[config.mk]
export PLATFORM = sky130hd
export DESIGN_NAME = wstep_stencil
export DESIGN_NICKNAME = d
export VERILOG_FILES = /design/src/rtl/wstep_pkg.sv /design/src/rtl/wstep_stencil.sv
export SDC_FILE = /design/constraint.sdc
export NUM_CORES = 2
export LEC_CHECK = 0
export CORE_ASPECT_RATIO = 0.5
export CORE_MARGIN = 8
export CORE_UTILIZATION = 35
export CTS_CLUSTER_SIZE = 8
export DETAILED_ROUTE_END_ITERATION = 8
export DONT_BUFFER_PORTS = 1
export GPL_ROUTABILITY_DRIVEN = 0
export PLACE_DENSITY = 0.6
export SLEW_MARGIN = 20
export SYNTH_ARGS = -nofsm -noshare
export SYNTH_HDL_FRONTEND = slang
export SYNTH_SLANG_ARGS = --single-unit
[constraint.sdc]
create_clock -name i_clk -period 8.2 [get_ports i_clk]
set_input_delay 1.64 -clock i_clk [delete_from_list [all_inputs] [get_ports i_clk]]
set_output_delay 1.64 -clock i_clk [all_outputs]
set_load 0.02 [all_outputs]
[src/rtl/wstep_pkg.sv]
`timescale 1ns / 1ps
// ---------------------------------------------------------------------------
// wstep_pkg
// Types, codes and widths of the 1-D wave stencil stepper.
// ---------------------------------------------------------------------------
package wstep_pkg;

    // sizes of the stored string and its values
    localparam int MAX_POINTS  = 1024;
    localparam int VALUE_BITS  = 32;

    // field widths
    localparam int KIND_BITS   = 2;
    localparam int INDEX_BITS  = 10;
    localparam int COEF_BITS   = 31;
    localparam int COUNT_BITS  = 11;
    localparam int TDATA_BITS  = 48;
    localparam int CFG_INDEX_BITS = 1;

    // register reset values, c = 1.0 in Q1.30
    localparam logic [COEF_BITS-1:0]  COEF_ONE     = COEF_BITS'(1 << 30);
    localparam logic [COUNT_BITS-1:0] COUNT_RESET  = COUNT_BITS'(1024);

    // stencil datapath widths
    localparam int LAP_BITS    = VALUE_BITS + 2;
    localparam int LAP_LO_BITS = LAP_BITS / 2;
    localparam int LAP_HI_BITS = LAP_BITS - LAP_LO_BITS;
    localparam int PLO_BITS    = COEF_BITS + LAP_LO_BITS;
    localparam int PHI_BITS    = COEF_BITS + 1 + LAP_HI_BITS;
    localparam int PROD_BITS   = 66;
    localparam int FRAC_BITS   = 30;
    localparam int RND_BITS    = PROD_BITS - FRAC_BITS;
    localparam int BASE_BITS   = VALUE_BITS + 2;
    localparam int SUM_BITS    = RND_BITS + 1;

    // item kinds carried on tuser
    typedef enum logic [KIND_BITS-1:0] {
        KIND_LOAD = 2'd0,
        KIND_STEP = 2'd1,
        KIND_READ = 2'd2
    } t_kind;

    // configuration register indexes
    typedef enum logic [CFG_INDEX_BITS-1:0] {
        CFG_COURANT = 1'b0,
        CFG_POINTS  = 1'b1
    } t_cfg_reg;

    // sequencer states
    typedef enum logic [1:0] {
        ST_IDLE,
        ST_READ,
        ST_STEP,
        ST_DRAIN
    } t_state;

    // what a swept point becomes
    typedef enum logic [1:0] {
        SEL_ZERO,
        SEL_COPY,
        SEL_STENCIL
    } t_sel;

    // status from the stencil pipe to the sequencer
    typedef struct packed {
        logic wr_en;
        logic busy;
    } t_stc_status;

endpackage

[src/rtl/wstep_stencil.sv]
`timescale 1ns / 1ps
// ---------------------------------------------------------------------------
// wstep_stencil
// Sliding three-point window and pipelined stencil arithmetic of one sweep.
// ---------------------------------------------------------------------------
module wstep_stencil import wstep_pkg::*; #(
    parameter int P_MAX_POINTS = MAX_POINTS,
    localparam int AW = $clog2(P_MAX_POINTS),
    localparam int NW = $clog2(P_MAX_POINTS + 1)
) (
    input  logic                         i_clk,
    input  logic                         i_rst_n,
    input  logic                         i_valid,
    input  logic [NW-1:0]                i_k,
    input  logic [NW-1:0]                i_n_eff,
    input  logic [COEF_BITS-1:0]         i_coef,
    input  logic signed [VALUE_BITS-1:0] i_cur,
    input  logic signed [VALUE_BITS-1:0] i_old,
    output t_stc_status                  o_status,
    output logic [AW-1:0]                o_wr_addr,
    output logic [VALUE_BITS-1:0]        o_wr_data
);

    // window: cur[k-1], cur[k-2], old[k-1]
    logic signed [VALUE_BITS-1:0] r_c1;
    logic signed [VALUE_BITS-1:0] r_c2;
    logic signed [VALUE_BITS-1:0] r_o1;

    // stage a
    logic                         r_a_v;
    logic [AW-1:0]                r_a_i;
    t_sel                         r_a_sel;
    logic signed [LAP_BITS-1:0]   r_a_lap;
    logic signed [VALUE_BITS-1:0] r_a_cur;
    logic signed [VALUE_BITS-1:0] r_a_old;

    // stage b
    logic                         r_b_v;
    logic [AW-1:0]                r_b_i;
    t_sel                         r_b_sel;
    logic [PLO_BITS-1:0]          r_b_plo;
    logic signed [PHI_BITS-1:0]   r_b_phi;
    logic signed [VALUE_BITS-1:0] r_b_cur;
    logic signed [VALUE_BITS-1:0] r_b_old;

    // stage c
    logic                         r_c_v;
    logic [AW-1:0]                r_c_i;
    t_sel                         r_c_sel;
    logic signed [RND_BITS-1:0]   r_c_rnd;
    logic signed [BASE_BITS-1:0]  r_c_base;
    logic signed [VALUE_BITS-1:0] r_c_cur;

    // stage d, write-back
    logic                         r_d_v;
    logic [AW-1:0]                r_d_i;
    logic [VALUE_BITS-1:0]        r_d_val;

    logic [NW-1:0]                w_i;
    t_sel                         w_sel;
    logic signed [VALUE_BITS-1:0] w_l;
    logic signed [VALUE_BITS-1:0] w_r;
    logic signed [LAP_BITS-1:0]   w_lap;
    logic [LAP_LO_BITS-1:0]       w_lap_lo;
    logic signed [LAP_HI_BITS-1:0] w_lap_hi;
    logic signed [COEF_BITS:0]    w_coef_s;
    logic signed [PROD_BITS-1:0]  w_prod;
    logic signed [SUM_BITS-1:0]   w_sum;
    logic [VALUE_BITS-1:0]        w_sat;
    logic [VALUE_BITS-1:0]        w_res;

    // point i = k - 1 is finished when cur[k] arrives
    always_comb begin
        w_i = i_k - NW'(1);
        if (w_i == '0 || w_i == i_n_eff - NW'(1)) begin
            w_sel = SEL_ZERO;
        end else if (w_i >= i_n_eff) begin
            w_sel = SEL_COPY;
        end else begin
            w_sel = SEL_STENCIL;
        end
        // the neighbors next to the rigid ends count as zero
        w_l   = (w_i == NW'(1)) ? '0 : r_c2;
        w_r   = (w_i + NW'(2) == i_n_eff) ? '0 : i_cur;
        w_lap = LAP_BITS'(w_l) + LAP_BITS'(w_r) - (LAP_BITS'(r_c1) <<< 1);
    end

    // split the laplacian so each product stays narrow
    assign w_lap_lo = r_a_lap[LAP_LO_BITS-1:0];
    assign w_lap_hi = r_a_lap[LAP_BITS-1:LAP_LO_BITS];
    assign w_coef_s = {1'b0, i_coef};

    // recombine and round half up, floor of (p + 2^29) / 2^30
    assign w_prod = (PROD_BITS'(r_b_phi) <<< LAP_LO_BITS) + PROD_BITS'(r_b_plo)
                    + PROD_BITS'(COEF_ONE >> 1);

    // final sum and saturation to the value range
    always_comb begin
        w_sum = SUM_BITS'(r_c_rnd) + SUM_BITS'(r_c_base);
        if (&w_sum[SUM_BITS-1:VALUE_BITS-1] || ~|w_sum[SUM_BITS-1:VALUE_BITS-1]) begin
            w_sat = w_sum[VALUE_BITS-1:0];
        end else if (w_sum[SUM_BITS-1]) begin
            w_sat = {1'b1, {(VALUE_BITS-1){1'b0}}};
        end else begin
            w_sat = {1'b0, {(VALUE_BITS-1){1'b1}}};
        end
        case (r_c_sel)
            SEL_ZERO:    w_res = '0;
            SEL_COPY:    w_res = r_c_cur;
            SEL_STENCIL: w_res = w_sat;
            default:     w_res = '0;
        endcase
    end

    // stage valids
    always_ff @(posedge i_clk) begin
        if (!i_rst_n) begin
            r_a_v <= 1'b0;
            r_b_v <= 1'b0;
            r_c_v <= 1'b0;
            r_d_v <= 1'b0;
        end else begin
            r_a_v <= i_valid && (i_k != '0);
            r_b_v <= r_a_v;
            r_c_v <= r_b_v;
            r_d_v <= r_c_v;
        end
    end

    // window and pipeline payload
    always_ff @(posedge i_clk) begin
        if (i_valid) begin
            r_c1 <= i_cur;
            r_c2 <= r_c1;
            r_o1 <= i_old;
        end
        r_a_i    <= w_i[AW-1:0];
        r_a_sel  <= w_sel;
        r_a_lap  <= w_lap;
        r_a_cur  <= r_c1;
        r_a_old  <= r_o1;

        r_b_i    <= r_a_i;
        r_b_sel  <= r_a_sel;
        r_b_plo  <= PLO_BITS'(i_coef) * PLO_BITS'(w_lap_lo);
        r_b_phi  <= PHI_BITS'(w_coef_s) * PHI_BITS'(w_lap_hi);
        r_b_cur  <= r_a_cur;
        r_b_old  <= r_a_old;

        r_c_i    <= r_b_i;
        r_c_sel  <= r_b_sel;
        r_c_rnd  <= w_prod[PROD_BITS-1:FRAC_BITS];
        r_c_base <= (BASE_BITS'(r_b_cur) <<< 1) - BASE_BITS'(r_b_old);
        r_c_cur  <= r_b_cur;

        r_d_i    <= r_c_i;
        r_d_val  <= w_res;
    end

    assign o_status.wr_en = r_d_v;
    assign o_status.busy  = r_a_v | r_b_v | r_c_v | r_d_v;
    assign o_wr_addr      = r_d_i;
    assign o_wr_data      = r_d_val;

endmodule

[Word-level counts from Yosys, hierarchy flattened]
Index checks and enable logic that the tools add are counted.
Operators by class
  add/subtract/negate cells: 9
  multipliers: 2
  divide/modulo/power cells: 0
  magnitude comparators: 1
  equality and inequality tests: 5
  shift operators: 0
  muxes and demuxes: 6
  bitwise gates (word level): 3
  reductions and logical operators: 8
Operators by type and width (number)
  $mux W32: 4
  $add A66 B30 Y66 const B: 1
  $add A66 B48 Y66: 1
  $pmux W32 S2: 1
  $mul A32 B17 Y49: 1
  $mul A31 B17 Y48: 1
  $add A36 B34 Y37: 1
  $sub A33 B32 Y34: 1
  $sub A33 B33 Y34: 1
  $add A32 B32 Y33: 1
  $eq A11 B11 Y1: 2
  $sub A11 B1 Y11 const B: 2
  $add A11 B2 Y11 const B: 1
  $eq A11 B1 Y1 const B: 1
  $ge A11 B11 Y1: 1
  $logic_not A11 Y1: 1
  $reduce_bool A11 Y1: 1
  $reduce_and A6 Y1: 1
  $reduce_or A6 Y1: 1
  $or A1 B1 Y1: 3
  $eq A2 B1 Y1 const B: 1
  $eq A2 B2 Y1 const B: 1
  $logic_or A1 B1 Y1: 2
  $mux W2: 1
  2 further kinds: 2
Storage, ports and cells
  register bits after elaboration: 539
  latch bits: 0
  bits in writable memories: 0
  bits in read-only memories: 0
  bits of input ports: 120
  output and inout port bits: 44
  word-level logic and storage cells: 59
  memories kept: 0

[Depth between registers and ports, before layout]
  word-level depth: 6
  depth in mapped cells: 27
  mapped depth without buffers: 26

[Least setup slack after synthesis]
OpenSTA, ideal clock, no wires.
  path kind: input -> register
  from: input i_coef[28]
  to: register r_b_phi[46]
  library setup time: 0.079 ns
  arrival time: 7.625 ns
  path slack: 0.496 ns
  stages on the path: 25
  path buffers: 2
  cell sequence: clkbuf_1 -> clkbuf_1 -> nand2_1 -> fa_1 -> inv_1 -> fa_1 -> inv_1 -> fa_1 -> inv_1 -> fa_1 -> fa_1 -> inv_1 -> fa_1 -> inv_1 -> ha_1 -> a21o_1 -> a21o_1 -> a21o_1 -> or3_1 -> o21ai_0 -> a21oi_1 -> a311oi_2 -> nor2_1 -> or4_1 -> o211ai_1
Between the ends
  cells in the longest elaborated chain, start to end: 1
Ends and longest elaborated chain
  from (decl): RTL line wstep_stencil.sv:16  | input logic [COEF_BITS-1:0] i_coef,
  $mul A32 B17 Y49: RTL line wstep_stencil.sv:146  | r_b_phi <= PHI_BITS'(w_coef_s) * PHI_BITS'(w_lap_hi);
  to (signal assigned): RTL line wstep_stencil.sv:146
  to (decl): RTL line wstep_stencil.sv:42  | logic signed [PHI_BITS-1:0] r_b_phi;
Every way passes these cells.
A chain may end at the register's enable or synchronous reset.

[Worst setup path in the final report]
  from: register r_a_lap[19]
  to: register r_b_phi[45]
Between the ends
  cells in the longest elaborated chain, start to end: 1
Ends and longest elaborated chain
  from (decl): RTL line wstep_stencil.sv:33  | logic signed [LAP_BITS-1:0] r_a_lap;
  from (signal assigned): RTL line wstep_stencil.sv:139  | r_a_lap <= w_lap;
  $mul A32 B17 Y49: RTL line wstep_stencil.sv:146
Every way passes these cells.

==> metrics.yaml <==
ant_nets: 0
hold_class: "reg2reg"
cts_tree: "built"
drv_cap: 0
dr_total_vias: 37400
setup_viol: 0
dp_hpwl_um: 103000
synth-seq-cells: 522
syn2layout_area_growth_pct: 8.40
final_cell_mix: "inv_1 (1,134), fa_1 (900), nand2_1 (772)"
antenna_found_initial: 11
wire_per_inst_um: 17.1
die_w_um: 572
die-area_um2: 168000
h-tree-depth: 3
cts_resized: 0
route.detailed.drc: 0
grt_pass1_wl_um: 217000
numCtsBuffers: 75
ys_seq_area_share_pct: 21.1
grt_util_all_layers_pct: 16.2
synth_nets: 7174
rsz0062_at_grt: "no"
wl_met1_um: 59200
overflow: 0
clock_skew_ns: 0.0363
area.sequential_um2: 11400
ctsHoldBuffers: 0
cts_setup_buffers: 0
ys_async_sr_fraction_pct: 0
io_buffers: 0
multiInputGateArea_um2: 37500
tightest_slew_ns: 1.06
drtIter0Drc: 2161
syn_inst: 5699
drive_gt1_share_pct: 3.62
critPathKind: "reg2reg"
grt_max_degree: 98
met2_length_um: 63500
firstDrtPassIters: 5
fmax_mhz: 135
fp.dieH_um: 294
cts_root_buffer: "clkbuf_16"
finalHoldViolations: 0
highest_layer: "met5"
ys.flop_type: "dfxtp_1"
synth_edf_count: 96
arrival_ns: 7.90
rows: 102
syn_area_per_cell_um2: 9.49
grt_pass1_vias: 39400
clock_latency_ns: 0.64
fin_crit_sh_pct: 90.4
viasPerCell: 4.83
wl_met3_um: 7050
routed_wl_um: 133000
design.portCount: 164
min_period_ns: 7.41
finalSetupTns_ns: 0
slew-limit-headroom_pct: 29.0
synth.cell_area_um2: 54100
worstSetupEndpointType: "register"
final_common_cell: "inv_1"
required_ns: 8.69
core_area_um2: 154000
cp-start-kind: "register"
path_clk_slew_ns: 0.05
nets: 7098
outcome: "complete, no violations"
crit_fanout: 20
yosysWarnings: 0
start_util_pct: 35.1
synth_cell_types: 85
cts.path.max_buffers: 3
slew_viol_final: 0
fill_cells: 15500
cts_sinks: 522
## final timing paths
check,slack (ns),startpoint,cells after the start,end
max,0.79,r_a_lap[19]$_DFF_P_,22,r_b_phi[45]$_DFF_P_
min,0.31,r_b_i[2]$_DFF_P_,0,r_c_i[2]$_DFF_P_
max reg2reg,0.79,r_a_lap[19]$_DFF_P_,22,r_b_phi[45]$_DFF_P_
min reg2reg,0.31,r_b_i[2]$_DFF_P_,0,r_c_i[2]$_DFF_P_
## per-layer routing
metal | vias to the layer above | track usage, %
met5 | - | 0
met3 | 188 | 2.36
met4 | 6 | 3.64
met2 | 921 | 27.9
met1 | 18900 | 21.6
li1 | 17400 | -
## registers in the layout, indices dropped and copies added (netlist names), 2 cells and up
name and count:
r_a_i 10, r_c1 32, r_c_base 34, o_wr_addr 10
r_b_sel 2, r_c2 32, r_a_cur 32, r_a_lap 34
r_o1 32, r_b_plo 31, r_c_i 10, r_b_phi 49
r_b_cur 32, r_a_old 32, r_a_sel 2, r_c_sel 2
o_wr_data 32, r_b_old 32, r_b_i 10, r_c_cur 32
r_c_rnd 36
## critical path: stages, from the launching register on
cell and delay (ns):
dfxtp_1 0.88, buf_4 0.34, nand2_1 0.10, fa_1 0.52, fa_1 0.52, fa_1 0.51
inv_1 0.05, fa_1 0.56, fa_1 0.43, fa_1 0.45, ha_1 0.41, nand4_1 0.18
nor2_1 0.21, nand3_1 0.11, a311oi_1 0.54, nor2_1 0.22, o31ai_1 0.28, buf_4 0.21
a2111oi_0 0.11, buf_4 0.16, o31ai_1 0.23, a21oi_1 0.11, xnor2_1 0.14
## metrics by stage
stage          cell area (um2)  worst slack, ns  hold slack [ns]  utilization [%]  std cells
2_1_floorplan            54100            0.496            0.310                -       5699
3_3_place_gp             56400            0.462            0.310             36.6       7626
3_5_place_dp             56400            0.363            0.312             36.6       7626
4_1_cts                  58600            0.939            0.311             38.0       7749
5_1_grt                  58600            0.482            0.323             38.0       7749
6_report                 58600            0.790            0.313             38.0       7750
## cell usage after synthesis (all sizes together), types with 6 or more instances
cell | instances | share of area [%]
a211o | 7 | 0.11
a211oi | 24 | 0.35
a21boi | 8 | 0.12
a21o | 103 | 1.4
a21oi | 204 | 2.0
a221oi | 22 | 0.36
a311oi | 6 | 0.11
a31oi | 23 | 0.29
and2 | 464 | 5.4
and3 | 31 | 0.36
buf | 19 | 0.19
clkbuf | 216 | 1.5
dfxtp | 426 | 16
edfxtp | 96 | 5.3
fa | 900 | 33
ha | 455 | 11
inv | 1134 | 7.9
nand2 | 773 | 5.4
nand2b | 29 | 0.34
nand3 | 42 | 0.39
nand4 | 21 | 0.24
nor2 | 135 | 0.94
nor2b | 24 | 0.28
nor3 | 44 | 0.41
nor4 | 6 | 0.069
o2111ai | 8 | 0.13
o211ai | 14 | 0.20
o21a | 20 | 0.28
o21ai | 99 | 0.92
o21bai | 18 | 0.25
o31ai | 13 | 0.19
or3 | 15 | 0.17
xnor2 | 145 | 2.3
xor2 | 73 | 1.2
## logic make-up after synthesis
| kind of cell | after synthesis | share of synthesized area, % |
|---|---|---|
| AND/OR/NAND/NOR | 1610 | 14.3 |
| buffers and inverters | 1369 | 9.57 |
| adder cells (fa/ha/maj) | 1355 | 43.8 |
| AO/OA/AOI/OAI | 622 | 7.62 |
| flip-flops | 522 | 21.1 |
| XOR/XNOR | 218 | 3.53 |
| multiplexers | 3 | 0.0555 |
## final cells by class
| type | instances | area share, % |
|---|---|---|
| Tap cell | 2080 | 4.44 |
| Inverter | 1134 | 7.26 |
| Antenna cell | 1 | 0.00427 |
| Timing Repair Buffer | 82 | 1.09 |
| Clock buffer | 117 | 3.56 |
| Clock inverter | 6 | 0.201 |
| Sequential cell | 522 | 19.5 |
| Multi-Input combinational cell | 3808 | 64.0 |
Power is left out: the tool's default activity adds up to more than one toggle a clock period on the data nets, which glitch-free logic cannot reach.
